<file path="config.mk">
export PLATFORM = sky130hd
export DESIGN_NAME = tftp_packet_parser
export DESIGN_NICKNAME = d
export VERILOG_FILES = /design/src/sv/tpp_pkg.sv /design/src/sv/tpp_front.sv /design/src/sv/tpp_queue.sv /design/src/sv/tpp_back.sv /design/src/sv/tftp_packet_parser.sv
export SDC_FILE = /design/constraint.sdc
export NUM_CORES = 1
export LEC_CHECK = 0
export BUFFER_PORTS_ARGS = -buffer_cell sky130_fd_sc_hd__buf_2
export CORE_UTILIZATION = 54
export DETAILED_ROUTE_END_ITERATION = 16
export GPL_TIMING_DRIVEN = 1
export PLACE_DENSITY = 0.73
export SETUP_SLACK_MARGIN = 0.15
export SYNTH_ARGS = -nofsm -noshare
export SYNTH_HDL_FRONTEND = slang
export SYNTH_SLANG_ARGS = --single-unit
</file>
<file path="constraint.sdc">
create_clock -name clk -period 5.25 [get_ports clk]
set_input_delay 0 -clock clk [delete_from_list [all_inputs] [get_ports clk]]
set_output_delay 0 -clock clk [all_outputs]
set_load 0.02 [all_outputs]
</file>
<file path="src/sv/tpp_pkg.sv">
// ----------------------------------------------------------------------------
// tpp_pkg
// Types and constants of the TFTP packet parser: channel payloads, the record
// passed from the classifier to the status stage, field tags, opcodes, status.
// ----------------------------------------------------------------------------
package tpp_pkg;

    typedef struct packed {
        logic [7:0] packet_byte;
        logic       is_last;
    } tpp_in_t;

    typedef struct packed {
        logic [7:0]  echo_byte;
        logic [3:0]  field_tag;
        logic        packet_done;
        logic [1:0]  parse_status;
        logic [15:0] opcode_value;
        logic [15:0] number_value;
    } tpp_out_t;

    // classified byte and its position, with the opcode, number and terminator count as they stand after this byte
    typedef struct packed {
        logic [7:0]  pkt_byte;
        logic [3:0]  tag;
        logic        last;
        logic [2:0]  pos;
        logic [15:0] opcode;
        logic [15:0] number;
        logic [1:0]  terms;
    } tpp_work_t;

    localparam logic [3:0] TAG_OPCODE   = 4'd0;
    localparam logic [3:0] TAG_FILENAME = 4'd1;
    localparam logic [3:0] TAG_NAME_END = 4'd2;
    localparam logic [3:0] TAG_MODE     = 4'd3;
    localparam logic [3:0] TAG_MODE_END = 4'd4;
    localparam logic [3:0] TAG_BLOCK    = 4'd5;
    localparam logic [3:0] TAG_PAYLOAD  = 4'd6;
    localparam logic [3:0] TAG_CODE     = 4'd7;
    localparam logic [3:0] TAG_MESSAGE  = 4'd8;
    localparam logic [3:0] TAG_MSG_END  = 4'd9;
    localparam logic [3:0] TAG_TRAIL    = 4'd10;

    localparam logic [15:0] OP_RRQ   = 16'd1;
    localparam logic [15:0] OP_WRQ   = 16'd2;
    localparam logic [15:0] OP_DATA  = 16'd3;
    localparam logic [15:0] OP_ACK   = 16'd4;
    localparam logic [15:0] OP_ERROR = 16'd5;

    localparam logic [1:0] ST_OK      = 2'd0;
    localparam logic [1:0] ST_MISSING = 2'd1;
    localparam logic [1:0] ST_NOTERM  = 2'd2;
    localparam logic [1:0] ST_UNSUPP  = 2'd3;

    localparam logic [2:0] POS_OP_HI  = 3'd0;
    localparam logic [2:0] POS_OP_LO  = 3'd1;
    localparam logic [2:0] POS_NUM_HI = 3'd2;
    localparam logic [2:0] POS_NUM_LO = 3'd3;
    localparam logic [2:0] POS_MAX    = 3'd7;

    localparam logic [1:0] TERMS_NONE = 2'd0;
    localparam logic [1:0] TERMS_ONE  = 2'd1;
    localparam logic [1:0] TERMS_TWO  = 2'd2;

endpackage

</file>
<file path="src/sv/tpp_front.sv">
// ----------------------------------------------------------------------------
// tpp_front
// Classifier: tracks byte position, opcode, number and string terminators
// and tags each accepted byte with its field.
// ----------------------------------------------------------------------------
module tpp_front (
    input  logic                clk,
    input  logic                rst_n,
    input  logic                take,
    input  tpp_pkg::tpp_in_t    pkt,
    output tpp_pkg::tpp_work_t  work
);
    import tpp_pkg::*;

    logic [2:0]  pos_reg, pos_next;
    logic [15:0] op_reg, op_next;
    logic [15:0] num_reg, num_next;
    logic [1:0]  terms_reg, terms_next;

    logic [7:0]  b;
    logic [3:0]  tag;
    logic        zero_byte;
    logic        early;

    always_comb
    begin
        b         = pkt.packet_byte;
        zero_byte = (b == 8'h00);
        early     = (pos_reg <= POS_NUM_LO);
        op_next    = op_reg;
        num_next   = num_reg;
        terms_next = terms_reg;
        tag        = TAG_TRAIL;

        if (pos_reg == POS_OP_HI)
        begin
            op_next = {b, 8'h00};
            tag     = TAG_OPCODE;
        end
        else if (pos_reg == POS_OP_LO)
        begin
            op_next = {op_reg[15:8], b};
            tag     = TAG_OPCODE;
        end
        else
        begin
            if (pos_reg == POS_NUM_HI)
            begin
                num_next = {b, 8'h00};
            end
            else if (pos_reg == POS_NUM_LO)
            begin
                num_next = {num_reg[15:8], b};
            end

            if (op_reg == OP_RRQ || op_reg == OP_WRQ)
            begin
                if (terms_reg == TERMS_NONE)
                begin
                    tag = zero_byte ? TAG_NAME_END : TAG_FILENAME;
                    if (zero_byte)
                    begin
                        terms_next = TERMS_ONE;
                    end
                end
                else if (terms_reg == TERMS_ONE)
                begin
                    tag = zero_byte ? TAG_MODE_END : TAG_MODE;
                    if (zero_byte)
                    begin
                        terms_next = TERMS_TWO;
                    end
                end
            end
            else if (op_reg == OP_DATA)
            begin
                tag = early ? TAG_BLOCK : TAG_PAYLOAD;
            end
            else if (op_reg == OP_ACK)
            begin
                tag = early ? TAG_BLOCK : TAG_TRAIL;
            end
            else if (op_reg == OP_ERROR)
            begin
                if (early)
                begin
                    tag = TAG_CODE;
                end
                else if (terms_reg == TERMS_NONE)
                begin
                    tag = zero_byte ? TAG_MSG_END : TAG_MESSAGE;
                    if (zero_byte)
                    begin
                        terms_next = TERMS_ONE;
                    end
                end
            end
        end

        // saturating position, cleared after the final byte
        if (pkt.is_last)
        begin
            pos_next = POS_OP_HI;
        end
        else if (pos_reg == POS_MAX)
        begin
            pos_next = POS_MAX;
        end
        else
        begin
            pos_next = pos_reg + 3'd1;
        end

        work.pkt_byte = b;
        work.tag      = tag;
        work.last     = pkt.is_last;
        work.pos      = pos_reg;
        work.opcode   = op_next;
        work.number   = num_next;
        work.terms    = terms_next;
    end

    always_ff @(posedge clk or negedge rst_n)
    begin
        if (!rst_n)
        begin
            pos_reg   <= POS_OP_HI;
            op_reg    <= '0;
            num_reg   <= '0;
            terms_reg <= TERMS_NONE;
        end
        else if (take)
        begin
            pos_reg <= pos_next;
            if (pkt.is_last)
            begin
                op_reg    <= '0;
                num_reg   <= '0;
                terms_reg <= TERMS_NONE;
            end
            else
            begin
                op_reg    <= op_next;
                num_reg   <= num_next;
                terms_reg <= terms_next;
            end
        end
    end

endmodule

</file>
<file path="src/sv/tpp_queue.sv">
// ----------------------------------------------------------------------------
// tpp_queue
// Short FIFO of classified bytes between classifier and status stage.
// ----------------------------------------------------------------------------
module tpp_queue #(
    parameter int DEPTH = 2
) (
    input  logic                clk,
    input  logic                rst_n,
    input  logic                push,
    input  tpp_pkg::tpp_work_t  push_data,
    output logic                full,
    input  logic                pop,
    output logic                head_valid,
    output tpp_pkg::tpp_work_t  head
);
    import tpp_pkg::*;

    localparam int PW = (DEPTH > 1) ? $clog2(DEPTH) : 1;
    localparam int CW = $clog2(DEPTH + 1);

    tpp_work_t       mem [DEPTH];
    logic [PW-1:0]   wr_ptr_reg, wr_ptr_next;
    logic [PW-1:0]   rd_ptr_reg, rd_ptr_next;
    logic [CW-1:0]   count_reg, count_next;

    function automatic logic [PW-1:0] ptr_inc(input logic [PW-1:0] p);
        logic [PW-1:0] r;
        if (p == PW'(DEPTH - 1))
        begin
            r = '0;
        end
        else
        begin
            r = p + PW'(1);
        end
        return r;
    endfunction

    assign full       = (count_reg == CW'(DEPTH));
    assign head_valid = (count_reg != '0);
    assign head       = mem[rd_ptr_reg];

    always_comb
    begin
        wr_ptr_next = push ? ptr_inc(wr_ptr_reg) : wr_ptr_reg;
        rd_ptr_next = pop  ? ptr_inc(rd_ptr_reg) : rd_ptr_reg;
        unique case ({push, pop})
            2'b10:   count_next = count_reg + CW'(1);
            2'b01:   count_next = count_reg - CW'(1);
            default: count_next = count_reg;
        endcase
    end

    always_ff @(posedge clk)
    begin
        if (push)
        begin
            mem[wr_ptr_reg] <= push_data;
        end
    end

    always_ff @(posedge clk or negedge rst_n)
    begin
        if (!rst_n)
        begin
            wr_ptr_reg <= '0;
            rd_ptr_reg <= '0;
            count_reg  <= '0;
        end
        else
        begin
            wr_ptr_reg <= wr_ptr_next;
            rd_ptr_reg <= rd_ptr_next;
            count_reg  <= count_next;
        end
    end

endmodule

</file>
<file path="src/sv/tpp_back.sv">
// ----------------------------------------------------------------------------
// tpp_back
// Status stage: works out status, opcode and number on the final byte and
// holds the result in the output register.
// ----------------------------------------------------------------------------
module tpp_back (
    input  logic                clk,
    input  logic                rst_n,
    input  logic                head_valid,
    input  tpp_pkg::tpp_work_t  head,
    output logic                pop,
    output logic                res_valid,
    input  logic                res_ready,
    output tpp_pkg::tpp_out_t   res
);
    import tpp_pkg::*;

    logic      res_valid_reg, res_valid_next;
    tpp_out_t  res_reg, res_next;
    logic      load;
    logic      is_req, is_num_op, unsupp;
    logic [2:0] min_last;
    logic [1:0] status;

    assign load = !res_valid_reg || res_ready;
    assign pop  = head_valid && load;

    always_comb
    begin
        is_req    = (head.opcode == OP_RRQ) || (head.opcode == OP_WRQ);
        is_num_op = (head.opcode == OP_DATA) || (head.opcode == OP_ACK)
                    || (head.opcode == OP_ERROR);
        unsupp    = (head.opcode == 16'd0) || (head.opcode > OP_ERROR);

        // lowest final-byte position at which the packet is long enough
        if (is_req)
        begin
            min_last = 3'd5;
        end
        else if (head.opcode == OP_ERROR)
        begin
            min_last = 3'd4;
        end
        else
        begin
            min_last = 3'd3;
        end

        priority if (head.pos == POS_OP_HI)
        begin
            status = ST_MISSING;
        end
        else if (unsupp)
        begin
            status = ST_UNSUPP;
        end
        else if (head.pos < min_last)
        begin
            status = ST_MISSING;
        end
        else if (is_req && head.terms != TERMS_TWO)
        begin
            status = ST_NOTERM;
        end
        else if (head.opcode == OP_ERROR && head.terms == TERMS_NONE)
        begin
            status = ST_NOTERM;
        end
        else
        begin
            status = ST_OK;
        end

        res_next.echo_byte    = head.pkt_byte;
        res_next.field_tag    = head.tag;
        res_next.packet_done  = head.last;
        res_next.parse_status = ST_OK;
        res_next.opcode_value = '0;
        res_next.number_value = '0;
        if (head.last)
        begin
            res_next.parse_status = status;
            if (head.pos != POS_OP_HI)
            begin
                res_next.opcode_value = head.opcode;
                if (is_num_op && head.pos >= POS_NUM_LO)
                begin
                    res_next.number_value = head.number;
                end
            end
        end

        res_valid_next = load ? head_valid : res_valid_reg;
    end

    always_ff @(posedge clk or negedge rst_n)
    begin
        if (!rst_n)
        begin
            res_valid_reg <= 1'b0;
        end
        else
        begin
            res_valid_reg <= res_valid_next;
        end
    end

    always_ff @(posedge clk)
    begin
        if (pop)
        begin
            res_reg <= res_next;
        end
    end

    assign res_valid = res_valid_reg;
    assign res       = res_reg;

endmodule

</file>
<file path="src/sv/tftp_packet_parser.sv">
// ----------------------------------------------------------------------------
// tftp_packet_parser
// TFTP (RFC 1350 opcodes) packet parser, one byte per transfer, each byte
// echoed with its field tag; status, opcode and number on the final byte.
// ----------------------------------------------------------------------------
//   channel | signals                      | dir | payload
//   --------+------------------------------+-----+---------------------------
//   pkt     | pkt_valid, pkt_ready, pkt    | in  | packet_byte, is_last
//   res     | res_valid, res_ready, res    | out | echo, tag, done, status,
//           |                              |     | opcode, number
//
// One byte per cycle sustained while res is ready; a byte's result passes from
// the classifier into the queue on its transfer edge, then from the status
// stage into the output register, from which it is offered on res.
// Classifier next state is combinational per byte, so bytes follow each
// other with no gap. Reset clears position, opcode, number and terminator
// count and empties the queue. A stall on res fills the queue; pkt_ready drops
// only when it holds QUEUE_DEPTH entries.
// ----------------------------------------------------------------------------
module tftp_packet_parser #(
    parameter int QUEUE_DEPTH = 2
) (
    input  logic                clk,
    input  logic                rst_n,
    input  logic                pkt_valid,
    output logic                pkt_ready,
    input  tpp_pkg::tpp_in_t    pkt,
    output logic                res_valid,
    input  logic                res_ready,
    output tpp_pkg::tpp_out_t   res
);
    import tpp_pkg::*;

    tpp_work_t  work;
    tpp_work_t  head;
    logic       take;
    logic       q_full;
    logic       q_valid;
    logic       q_pop;

    assign pkt_ready = !q_full;
    assign take      = pkt_valid && pkt_ready;

    tpp_front u_front (
        .clk   (clk),
        .rst_n (rst_n),
        .take  (take),
        .pkt   (pkt),
        .work  (work)
    );

    tpp_queue #(
        .DEPTH (QUEUE_DEPTH)
    ) u_queue (
        .clk        (clk),
        .rst_n      (rst_n),
        .push       (take),
        .push_data  (work),
        .full       (q_full),
        .pop        (q_pop),
        .head_valid (q_valid),
        .head       (head)
    );

    tpp_back u_back (
        .clk        (clk),
        .rst_n      (rst_n),
        .head_valid (q_valid),
        .head       (head),
        .pop        (q_pop),
        .res_valid  (res_valid),
        .res_ready  (res_ready),
        .res        (res)
    );

    // summary fields are zero except on the final byte
    a_summary_zero: assert property (@(posedge clk) disable iff (!rst_n)
        (res_valid && !res.packet_done) |->
            (res.parse_status == ST_OK && res.opcode_value == 16'd0
             && res.number_value == 16'd0))
        else $error("summary fields set on a non-final byte");

    // a queued byte moves to a free output register on the next edge
    a_drain: assert property (@(posedge clk) disable iff (!rst_n)
        (q_valid && (!res_valid || res_ready)) |=> res_valid)
        else $error("queued byte not moved to output");

    // input held off only while the queue holds bytes
    a_ready: assert property (@(posedge clk) disable iff (!rst_n)
        !pkt_ready |-> q_valid)
        else $error("input stalled with empty queue");

    // a packet that ends in its opcode field with a zero opcode value never reports ok
    a_short: assert property (@(posedge clk) disable iff (!rst_n)
        (res_valid && res.packet_done && res.opcode_value == 16'd0
         && res.field_tag == TAG_OPCODE) |-> (res.parse_status != ST_OK))
        else $error("short packet reported ok");

endmodule

</file>
# After elaboration in Yosys (flattened, before gate mapping)
# Memories as Yosys holds them, arrays and structs flattened.
# Cells that the tools add are included.
# totals
register_bits,89
mem_bits_rw,100
inputBits,13
output_inout_bits,49
elab_cells,120
memories,1
# memory_table
name,depth,width,rd,rd_ports_with_merged_regs,wr,line,text
u_queue.mem,2,50,1,0,1,tpp_queue.sv:22,tpp_work_t mem [DEPTH];
# classes
addsub,5
magnitude_cmp,4
eq_ne,19
n_mux,50
n_bitwise,1
reduce_logical,25
# ops
op,n
$mux W16,6
$eq A16 B2 Y1 const B,4
$eq A16 B3 Y1 const B,4
$mux W4,11
$mux W2,19
$eq A16 B1 Y1 const B,2
$gt A16 B3 Y1 const B,1
$logic_not A16 Y1,1
$mux W8,2
$mux W3,5
$logic_not A8 Y1,1
$eq A3 B2 Y1 const B,2
$logic_not A3 Y1,2
$logic_or A1 B1 Y1,6
$mux W1,6
$logic_and A1 B1 Y1,5
$eq A2 B1 Y1 const B,2
$eq A2 B2 Y1 const B,2
$logic_not A2 Y1,2
$pmux W2 S2,1
$reduce_bool A2 Y1,2
$add A3 B1 Y3 const B,1
$eq A3 B1 Y1 const B,1
$eq A3 B3 Y1 const B,1
other kinds (13),15

# Logic depth before layout (Yosys ltp)
# Gate-level depths: netlist (run 1).
# depth
depth_word,11
ltp_mapped,11
depth_no_buf,11

# Cells and area by module
# From an unflattened synthesis (run 1), not the netlist that was laid out.
# hier_totals
hier_cells,578
area_unflattened_um2,8339.2
# modules_own_cells
module,instances,cells_per_inst,area_each_um2,seq_area_each_um2
tpp_queue,1,172,4047.6,3103.0
tpp_front,1,286,2359.8,925.9
tpp_back,1,118,1921.8,1436.4
tftp_packet_parser,1,2,10.0,0.0

# Worst setup path before layout (run 1)
# No wires, ideal clock.
# synth_timing
kind,flip-flop to flip-flop
start,register u_queue.count_reg[0]
end,"memory u_queue.mem[0][0] (netlist name), enable pin"
setup_time_ns,0.458
arrival_ns,3.371
required_ns,4.792
setup_slack_ns,1.421
stages_incl_launch_ff,7
n_path_buf,2
synth_period_minus_slack_ns,3.829
cell_sequence,dfrtp_1 nand2b_1 and2_1 buf_2 inv_2 clkbuf_1 nor2_1
# synth_via
elab_chain_cells,5
# synth_lines
element,line,text
from (decl),tpp_queue.sv:25,"logic [CW-1:0] count_reg, count_next;"
from (signal assigned),tpp_queue.sv:75,count_reg <= count_next;
$eq A2 B2 Y1,tpp_queue.sv:40,assign full = (count_reg == CW'(DEPTH));
$logic_not A1 Y1,tftp_packet_parser.sv:41,assign pkt_ready = !q_full;
via pkt_ready,tftp_packet_parser.sv:26,"output logic pkt_ready,"
$logic_and A1 B1 Y1,tftp_packet_parser.sv:42,assign take = pkt_valid && pkt_ready;
$mux W1,tpp_queue.sv:57,if (push)
$mux W1 (not written as such),tpp_queue.sv:59,mem[wr_ptr_reg] <= push_data;
to (decl),tpp_queue.sv:22,
# The timed path passes the listed nets, and every way through them passes these cells.

# Worst setup path in the final report (run 1)
# layout_timing
start,register u_queue.rd_ptr_reg
end,register u_back.res_reg (netlist bit u_back.res[33]) (data pin)
# layout_via
elab_chain_cells,7
word_cells_on_any_way,22
cone_classes,order compare (2); eq/ne (4); mux (6); bitwise (1); reduce/logical (8); memory (1)
# layout_lines
element,line,text
from (decl),tpp_queue.sv:24,"logic [PW-1:0] rd_ptr_reg, rd_ptr_next;"
from (signal assigned),tpp_queue.sv:74,rd_ptr_reg <= rd_ptr_next;
$mem_v2 Z2 W50 *,--,
"$eq A16 B3 Y1, or another cell as far along","tpp_back.sv:40, tpp_back.sv:65",
"$mux W3, or another cell as far along",tpp_back.sv:40,else if (head.opcode == OP_ERROR)
"$mux W3, or another cell as far along",tpp_back.sv:36,if (is_req)
$lt A3 B3 Y1 / $mux W2 (equally long branches),"tpp_back.sv:57, tpp_back.sv:61",
$mux W2,tpp_back.sv:57,else if (head.pos < min_last)
$mux W2,tpp_back.sv:53,else if (unsupp)
to (signal assigned),tpp_back.sv:112,res_reg <= res_next;
to (decl),tpp_back.sv:19,"tpp_out_t res_reg, res_next;"
# Mark *: on every way between the ends. The rest lies on a longest branch, timed or not.
# A chain may end at the register's enable or synchronous reset.

==> reports/metrics.yaml, run 1 <==
synth_cell_types: 53
gr-total-overflow: 0
synth.avg_cell_area_um2: 14.5
path_cells: "or4b_1 -> nor4_2 -> o21ai_0 -> a21oi_1 -> inv_1 -> ha_1 -> nand2_1 -> o21ai_0 -> or3_1 -> nand3_1 -> a21oi_1"
cts_buffer_depth: 2
maxCapViolations: 0
hold_viol: 0
drt_iter0_drc: 406
synth-edff-count: 147
grt_antenna_before_repair: 0
worst_hold_slack_ns: 0.160
swShare_pct: 33.9
clkPwrFrac_pct: 24.9
worst_slew_pin_slew_ns: 1.27
numPortBuffers: 61
core-area_um2: 14000
dieWidth_um: 122
die_h_um: 122
yosysWarnings: 0
crit_cells: 11
power_w: 0.00551
cpMaxStageDelayCell: "dfrtp_2"
setup_viol: 0
p_per_area_nw_per_um2: 609
power_leakage_nw: 3.51
drive_gt1_share_pct: 23.9
rows: 43
grt_pass1_vias: 4642
post-route-min-period_ns: 3.19
drtAntennaViolNets: 0
wl_per_cell_um: 19.1
cp_max_fo: 29
comb_power_share_pct: 29.8
r2r_slack_ns: 2.06
cpPeakStageDelay_ns: 0.78
arrival_ns: 3.35
syn_inst: 541
boundaryPins: 62
synthToLayoutAreaGrowth_pct: 15.6
grt_pass1_wl_um: 24300
required_ns: 5.41
vdd_drop_max_uv: 351
critPathTopFamily: "simple AND/OR/NAND/NOR gates"
crit_buf_inv: 1
min_from: "pkt_valid"
outcome: "finished clean"
setup_ws_ns: 2.06
initial_core_util_pct: 55.8
grt_max_degree: 45
syn_nets: 561
die_area_um2: 15000
ys_seq_elements: 189
hold_depth: 4
clk_transition_reported_paths_ns: 0.07
grt_util_all_layers_pct: 22.2
final_nets: 635
critPathKind: "register to register"
worstReg2RegEnd: "u_back.res[33]$_SDFFCE_PN0P_"
syn_area_um2: 7840
dp_slack_ns: 2.06
drc: 0
drv_slew: 0
slew_headroom_pct: 14.8
cts_buffers: 17
rsz0062_at_grt: "no"
r2r_cells: 11
firstDrtPassIters: 5
cp-startpoint: "u_queue.rd_ptr_reg$_DFFE_PN0P_"
hp-class: "input port to register"
synth_flop_cell: "edfxtp_1"
async_reset_ff_share_pct: 22.2
tritoncts: "done"
holdPathEnd: "u_front.pos_reg[0]$_DFFE_PN0P_"
gp_congestion: 0.863
place_hpwl_um: 9460
setup_tns_ns: 0
wirelength_um: 15500
p_int_w: 0.00364
startpoint_type: "register"
via_per_inst: 5.87
n_antenna_cell: 0
largest_reg_flops: 100
num_vias: 4743
clock-sinks: 189
ys_seq_area_share_pct: 69.7
seq_power_share_pct: 45.3
cts_root_buffer: "clkbuf_16"
endpoint_kind: "register"
clk_latency_ns: 0.43
worst_clock_skew_ns: 0.00749
max_freq_mhz: 313
cts_max_level: 4
p_switching_w: 0.00187
r2r-start: "u_queue.rd_ptr_reg$_DFFE_PN0P_"
fin_crit_sh_pct: 60.8
-- worst max path at each step --
| stage | to | slack [ns] |
|---|---|---|
| after floorplan | u_queue.mem[0][0]$_DFFE_PP_ | 1.42 |
| after global placement | u_back.res[33]$_SDFFCE_PN0P_ | 2.14 |
| after detailed placement | u_back.res[33]$_SDFFCE_PN0P_ | 2.06 |
| after CTS | u_back.res[33]$_SDFFCE_PN0P_ | 2.04 |
| after global routing | u_back.res[33]$_SDFFCE_PN0P_ | 1.82 |
| final | u_back.res[33]$_SDFFCE_PN0P_ | 2.06 |
-- per-layer routing --
| metal | track usage (%) | part of all wire, % | up-vias |
|---|---|---|---|
| li1 | - | - | 2174 |
| met1 | 29.2 | 43 | 2372 |
| met2 | 35.4 | 50 | 174 |
| met3 | 5.90 | 5.4 | 23 |
| met4 | 8.16 | 1.6 | 0 |
| met5 | 0 | 0 | - |
-- logic make-up (layout without fill, tap and decap cells) --
| group | Yosys count | in the layout | share of synthesized area (%) |
|---|---|---|---|
| DFF | 189 | 189 | 69.7 |
| and+or+nand+nor | 155 | 155 | 9.66 |
| AOI/OAI and AO/OA | 83 | 83 | 7.89 |
| muxes | 66 | 66 | 8.81 |
| buffers and inverters | 35 | 122 | 2.14 |
| adders and majority gates | 7 | 7 | 1.12 |
| xor gates and xnor gates | 6 | 6 | 0.670 |
-- synthesized netlist by cell type, drive strengths merged (2+ instances only) --
master / n / share of area [%]
edfxtp: 147 / 56
nor2: 56 / 3.0
nand2: 53 / 2.5
dfrtp: 42 / 13
mux2i: 42 / 5.4
a22o: 32 / 3.6
mux2: 24 / 3.4
a21oi: 18 / 1.1
buf: 13 / 1.1
inv: 13 / 0.62
o21ai: 12 / 0.77
clkbuf: 9 / 0.43
nor4: 8 / 0.88
ha: 7 / 1.1
nor3: 7 / 0.51
or4: 7 / 0.72
nand3: 5 / 0.32
a31oi: 4 / 0.32
xnor2: 4 / 0.45
nand2b: 3 / 0.24
nor2b: 3 / 0.24
o21a: 3 / 0.30
or3: 3 / 0.24
and3: 2 / 0.16
nand3b: 2 / 0.19
o21ba: 2 / 0.26
o31ai: 2 / 0.19
or4b: 2 / 0.26
xor2: 2 / 0.22
-- worst min-delay path, delay by kind of cell --
family	cells	cell delay, ns
simple gates	2	0.36
buf+inv	1	0.12
compound gates	1	0.07
-- placed cells by master, fill, tap and decap left out, types with 3 or more instances in the layout --
cell,count
a21oi_1,17
nand3_1,5
o21ai_0,10
or3_1,3
mux2i_1,42
clkbuf_16,17
nor4_1,5
dfrtp_1,41
ha_1,7
nor4_2,3
edfxtp_1,147
mux2_2,24
or4_1,6
xnor2_1,4
nor2b_1,3
a22o_1,32
inv_1,12
nor3_1,6
buf_2,61
clkinvlp_4,4
buf_4,5
dlygate4sd3_1,11
a31oi_1,4
nand2b_1,3
nand2_1,53
nor2_1,44
nor2_2,11
bufinv_16,4
-- area by class of cell --
type / instances / area (um^2)
multi-input cells: 317 / 2230
flip-flops and latches: 189 / 5470
fillers: 1008 / 4980
clock buffers: 17 / 425
well taps: 180 / 225
clock inverters: 15 / 211
repair buffers: 77 / 453
inverters: 13 / 48.8
-- stage by stage --
| step | utilization [%] | cells | instance area [um^2] |
|---|---|---|---|
| after CTS | 64.5 | 808 | 9060 |
| after global placement | 59.2 | 765 | 8310 |
| after floorplan | - | 541 | 7840 |
| after detailed placement | 59.2 | 765 | 8310 |
| final | 64.5 | 808 | 9060 |
| after global routing | 64.5 | 808 | 9060 |
-- power by group through the flow --
stage,logic (W),clock network [W],registers (W)
final,0.00165,0.00137,0.00250
after global routing,0.00179,0.00145,0.00255
after CTS,0.00166,0.00139,0.00250
after detailed placement,0.00163,0,0.00252
after global placement,0.00159,0,0.00249
after floorplan,0.00105,0,0.00265
-- timing repair --
| action | 4_1_cts | 5_1_grt |
|---|---|---|
| hold buffers | 11 | 0 |
| endpoints found under the hold margin | 71 | 0 |
| setup buffers | 0 | 0 |
| gates resized for setup | 0 | 0 |
Power figures use the tool's default switching activity.
==> run 2: changes to the inputs <==
- PLACE_DENSITY: 0.73 -> 0.76
- clock period: 5.25 -> 2.9 ns (I/O delays scaled with it)
==> run 2 against run 1 <==
Effect of this change: register-to-register slack lost 1.9 ns; cell count grew 2.1%; non-clock buffer count grew 17; cell area grew 2.0%; via count grew 3.1%; sequential power grew 79%; maximum frequency grew 15%; combinational power grew 98%; critical path type unchanged; largest power group unchanged.
==> reports/metrics.yaml, run 2 (synthesis results as in run 1) <==
outcome: "finished clean"
power_leakage_nw: 3.58  # +2.2%
clk_transition_reported_paths_ns: 0.07  # about the same
critPathKind: "register to register"
crit_buf_inv: 1  # unchanged
drv_slew: 0  # unchanged
largest_reg_flops: 100  # unchanged
num_vias: 4890  # +3.1%
place_inst: 776  # +1.4%
max_freq_mhz: 359  # +15%
dieWidth_um: 122  # unchanged
setup_viol: 0  # unchanged
setup_tns_ns: 0  # unchanged
drc: 0  # unchanged
boundaryPins: 62  # unchanged
drtAntennaViolNets: 0  # unchanged
dp_slack_ns: -0.0800  # -2.14 ns
grt_pass1_wl_um: 25500  # +4.7%
post-route-min-period_ns: 2.79  # -0.405 ns
endpoint_kind: "register"
firstDrtPassIters: 4  # -1
tritoncts: "done"
layout_common_cells: "edfxtp_1 (147), buf_2 (61), nand2_1 (51)"
final_nets: 652  # +2.7%
grt_util_all_layers_pct: 23.0  # +0.85 points
arrival_ns: 2.94  # -0.41 ns
drt_iter0_drc: 509  # +25%
core-area_um2: 14000  # unchanged
setup_ws_ns: 0.114  # -1.94 ns
die_h_um: 122  # unchanged
drive_gt1_share_pct: 27.9  # +4.0 points
cts_buffer_depth: 2  # unchanged
cpMaxStageDelayCell: "or4_4"
numPortBuffers: 61  # unchanged
required_ns: 3.06  # -2.35 ns
synthToLayoutAreaGrowth_pct: 17.9
wirelength_um: 15900  # +2.6%
hp-class: "input port to register"
layout.cells.non_filler: 825  # +2.1%
path_cells: "or4_4 -> nor4_4 -> o21ai_2 -> a21oi_2 -> buf_4 -> ha_4 -> nand2_4 -> o21ai_2 -> or3_4 -> nand3_2 -> a21oi_2"
via_per_inst: 5.93  # +0.97%
startpoint_type: "register"
clock-sinks: 189  # unchanged
power_w: 0.00997  # +81%
p_per_area_nw_per_um2: 1080  # +77%
clk_latency_ns: 0.43  # about the same
n_antenna_cell: 0  # unchanged
rows: 43  # unchanged
worst_clock_skew_ns: 0.0103  # +0.00280 ns
rsz0062_at_grt: "yes"
cts_max_level: 4  # unchanged
worst_slew_pin_slew_ns: 0.967  # -0.308 ns
cp_max_fo: 2  # -93%
grt_antenna_before_repair: 0  # unchanged
grt_max_degree: 49  # +8.9%
fin_crit_sh_pct: 96.1  # +35 points
place_hpwl_um: 9800  # +3.6%
vdd_drop_max_uv: 919  # +160%
critPathTopFamily: "simple AND/OR/NAND/NOR gates"
gr-total-overflow: 0  # unchanged
maxCapViolations: 0  # unchanged
grt_pass1_vias: 4993  # +7.6%
gp_congestion: 0.862  # -0.14%
initial_core_util_pct: 55.8  # unchanged
fillers: 992  # -1.6%
cts_root_buffer: "clkbuf_16"
cts_buffers: 17  # unchanged
hold_viol: 0  # unchanged
cpPeakStageDelay_ns: 0.56  # -0.22 ns
mostFrequentLayoutCell: "edfxtp_1"
slew_headroom_pct: 35.5  # +21 points
wl_per_cell_um: 19.2  # +0.49%
die_area_um2: 15000  # unchanged
## run 2: changes by cell type in the layout (fill, tap and decap cells not counted), sizes merged
| cell | before | now |
|---|---|---|
| buf | 66 | 83 |
| clkbuf | 17 | 23 |
| bufinv | 4 | 1 |
| inv | 17 | 15 |
| clkinvlp | 4 | 3 |
## run 2: final cells by class
class                      instances  area [um^2]  share of cell area, %
inverter                          13         48.8                  0.528
multi-input combinational        317         2340                   25.3
clock buffer                      23          479                   5.18
clock inverter                     9         83.8                  0.907
tap                              180          225                   2.44
sequential                       189         5470                   59.1
timing repair buffer              94          597                   6.46
## run 2: power by group
part | total (W) | switching (W) | internal [W]
Combinational | 0.00327 | 0.00205 | 0.00122
Clock | 0.00222 | 0.000962 | 0.00126
Sequential | 0.00448 | 0.000405 | 0.00408
Total | 0.00997 | 0.00342 | 0.00655
## run 2: stage by stage
step	util [%]	hold WS [ns]	cell area, um^2
after floorplan	-	-0.296	7860
after global placement	59.9	0.197	8410
after detailed placement	59.9	0.198	8410
after CTS	65.3	0.145	9170
after global routing	65.8	0.167	9240
final	65.8	0.151	9240
## run 2: routing by layer
metal / GRT usage, % / wire length, um
met3: 5.30 / 919
met2: 37.0 / 8090
met4: 10.1 / 357
met1: 30.0 / 6490
met5: 0 / 0
## run 2: final timing paths
kind                                                   from                          endpoint  slack (ns)  depth (start not counted)
max                            u_queue.mem[1][28]$_DFFE_PP_      u_back.res[33]$_SDFFCE_PN0P_        0.11                         11
min                                               pkt_valid    u_front.pos_reg[2]$_DFFE_PN0P_        0.15                          3
max reg2reg                    u_queue.mem[1][28]$_DFFE_PP_      u_back.res[33]$_SDFFCE_PN0P_        0.11                         11
min reg2reg                u_queue.count_reg[1]$_DFFE_PN0P_  u_queue.count_reg[1]$_DFFE_PN0P_        0.50                          1
max in group asynchronous                             rst_n    u_queue.rd_ptr_reg$_DFFE_PN0P_        1.97                          2
min in group asynchronous                             rst_n    u_front.num_reg[9]$_DFFE_PN0P_        0.26                          2
## run 2: worst min-delay path, cell delays in order
cell     delay (ns)
buf_2          0.11
and2_1         0.25
a21oi_1        0.18
## run 2: what timing repair did
item                                   CTS  global route
pin swaps                                7             8
resized for setup                       14            10
setup endpoints to repair                2             2
endpoints found under the hold margin   69             0
setup buffers                            2             4
hold buffers                            11             0
==> run 3: changes to the inputs <==
- CORE_UTILIZATION: 54 -> 35
- PLACE_DENSITY: 0.76 -> unset
==> run 3 against run 2 <==
Effect of this change: cell count up 12%; combinational power hardly changed; sequential share of layout area is 0.61 points lower; die area rose by 53%; hold slack improved by 0.041 ns; clock power shrank 3%; cell area grew 1.0%; first-iteration DRC count shrank 46%; flip-flop and latch count stayed put; clock skew up 0.0030 ns; register-to-register slack improved by 0.07 ns; critical path depth unchanged; critical path type unchanged; critical endpoint unchanged; highest routed layer unchanged.
==> reports/metrics.yaml, run 3 (synthesis results as in run 1) <==
setup_viol: 0  # unchanged
drive_gt1_share_pct: 28.3  # +0.42 points
largest_reg_flops: 100  # unchanged
rows: 54  # +26%
dieWidth_um: 152  # +24%
die_h_um: 152  # +24%
power_leakage_nw: 3.58  # -0.13%
max_freq_mhz: 368  # +2.5%
clock-sinks: 189  # unchanged
worst_clock_skew_ns: 0.0133  # +0.00298 ns
layout_common_cells: "edfxtp_1 (147), buf_2 (61), nand2_1 (51)"
hold_viol: 0  # unchanged
arrival_ns: 2.88  # -0.06 ns
core-area_um2: 21900  # +56%
initial_core_util_pct: 35.8  # -20 points
gr-total-overflow: 0  # unchanged
mostFrequentLayoutCell: "edfxtp_1"
vdd_drop_max_uv: 653  # -29%
die_area_um2: 23000  # +53%
clk_transition_reported_paths_ns: 0.07  # about the same
clk_latency_ns: 0.43  # about the same
drt_iter0_drc: 274  # -46%
cpPeakStageDelay_ns: 0.56  # about the same
required_ns: 3.06  # about the same
via_per_inst: 5.03  # -15%
grt.busiest_layer: "met2"
gp_congestion: 0.807  # -6.4%
maxCapViolations: 0  # unchanged
cts_buffers: 17  # unchanged
fin_crit_sh_pct: 93.7  # -2.4 points
power_w: 0.00988  # -0.97%
numPortBuffers: 61  # unchanged
post-route-min-period_ns: 2.72  # -0.0686 ns
num_vias: 4658  # -4.7%
outcome: "finished clean"
firstDrtPassIters: 5  # +1
slew_headroom_pct: 34.3  # -1.3 points
hp-class: "input port to register"
met3_usage_pct: 3.50  # -1.8 points
swShare_pct: 35.1  # +0.85 points
grt_pass1_wl_um: 25400  # -0.13%
p_per_area_nw_per_um2: 1060  # -2.0%
endpoint_kind: "register"
grt_pass1_vias: 4753  # -4.8%
wirelength_um: 16200  # +1.9%
startpoint_type: "register"
met2_usage_pct: 24.3  # -13 points
final_nets: 653  # +0.15%
worst_hold_slack_ns: 0.192  # +0.0410 ns
rsz0062_at_grt: "yes"
seq_power_share_pct: 45.1  # about the same
cp_max_fo: 2  # unchanged
path_cells: "or4_4 -> nor4_4 -> o21ai_2 -> a21oi_2 -> inv_2 -> ha_4 -> nand2_2 -> o21ai_2 -> or3_4 -> nand3_2 -> a21oi_2"
wl_per_cell_um: 17.5  # -9.2%
clkPwrFrac_pct: 21.7  # -0.5 points
fillers: 2002  # +100%
p_switching_w: 0.00347  # +1.5%
cts_max_level: 4  # unchanged
cpMaxStageDelayCell: "or4_4"
drtAntennaViolNets: 0  # unchanged
drc: 0  # unchanged
n_antenna_cell: 0  # unchanged
use_met1_pct: 19.7  # -10 points
grt_antenna_before_repair: 0  # unchanged
critPathKind: "register to register"
cts_root_buffer: "clkbuf_16"
cts_buffer_depth: 2  # unchanged
tritoncts: "done"
boundaryPins: 62  # unchanged
synthToLayoutAreaGrowth_pct: 19.1
worst_slew_pin_slew_ns: 0.986  # +0.0194 ns
comb_power_share_pct: 33.1  # +0.3 points
place_inst: 878  # +13%
place_hpwl_um: 10400  # +6.5%
p_int_w: 0.00641  # -2.2%
layout.cells.non_filler: 926  # +12%
grt_util_all_layers_pct: 14.9  # -8.1 points
grt_max_degree: 43  # -12%
drv_slew: 0  # unchanged
run 3: path summary, 6_finish.rpt:
| path | startpoint | end | slack [ns] | cells past startpoint |
|---|---|---|---|---|
| max | u_queue.mem[0][31]$_DFFE_PP_ | u_back.res[33]$_SDFFCE_PN0P_ | 0.18 | 11 |
| min | pkt_valid | u_front.pos_reg[2]$_DFFE_PN0P_ | 0.19 | 3 |
| max reg2reg | u_queue.mem[0][31]$_DFFE_PP_ | u_back.res[33]$_SDFFCE_PN0P_ | 0.18 | 11 |
| min reg2reg | u_queue.count_reg[1]$_DFFE_PN0P_ | u_queue.count_reg[1]$_DFFE_PN0P_ | 0.50 | 1 |
| max in group asynchronous | rst_n | u_queue.rd_ptr_reg$_DFFE_PN0P_ | 1.95 | 2 |
| min in group asynchronous | rst_n | u_back.res_valid$_DFFE_PN0N_ | 0.26 | 2 |
run 3: critical path: cells and delay by family (launching register included):
family	cells	cell delay (ns)
buf+inv	1	0.07
simple gates	5	1.36
compound gates	4	0.38
fa+ha+maj	1	0.25
flops	1	0.39
run 3: per-layer routing:
layer	vias to the layer above	share of wire [%]
met3	11	4.8
met1	2322	45
met2	106	49
met4	0	0.88
met5	-	0
li1	2219	-
run 3: layout make-up:
type / instances / area (um^2) / share of cell area [%]
Inverter: 13 / 48.8 / 0.523
Multi-Input combinational cell: 317 / 2330 / 24.9
Clock inverter: 14 / 114 / 1.22
Sequential cell: 189 / 5470 / 58.5
Clock buffer: 18 / 429 / 4.60
Timing Repair Buffer: 95 / 604 / 6.47
Tap cell: 280 / 350 / 3.75
run 3: power groups by stage:
stage	clock [W]	combinational (W)	sequential, W
global placement	0	0.00308	0.00447
global route	0.00231	0.00358	0.00455
floorplan	0	0.00191	0.00477
CTS	0.00220	0.00324	0.00446
finish	0.00215	0.00327	0.00446
detailed placement	0	0.00316	0.00450
run 3: what timing repair did:
action,4_1_cts,5_1_grt
endpoints found under the hold margin,64,0
pin swaps,7,10
resized for setup,13,9
setup endpoints to repair,2,2
hold buffers,11,0
buffers inserted,1,4
run 3: through the flow:
stage                     cell area (um^2)  setup slack, ns  TNS, ns  utilization [%]
after floorplan                       7860            0.264        0                -
after global placement                8550           0.0159        0             39.1
after detailed placement              8550           -0.107   -0.111             39.1
after CTS                             9270            0.145        0             42.3
after global routing                  9340           0.0729        0             42.7
final                                 9340            0.182        0             42.7
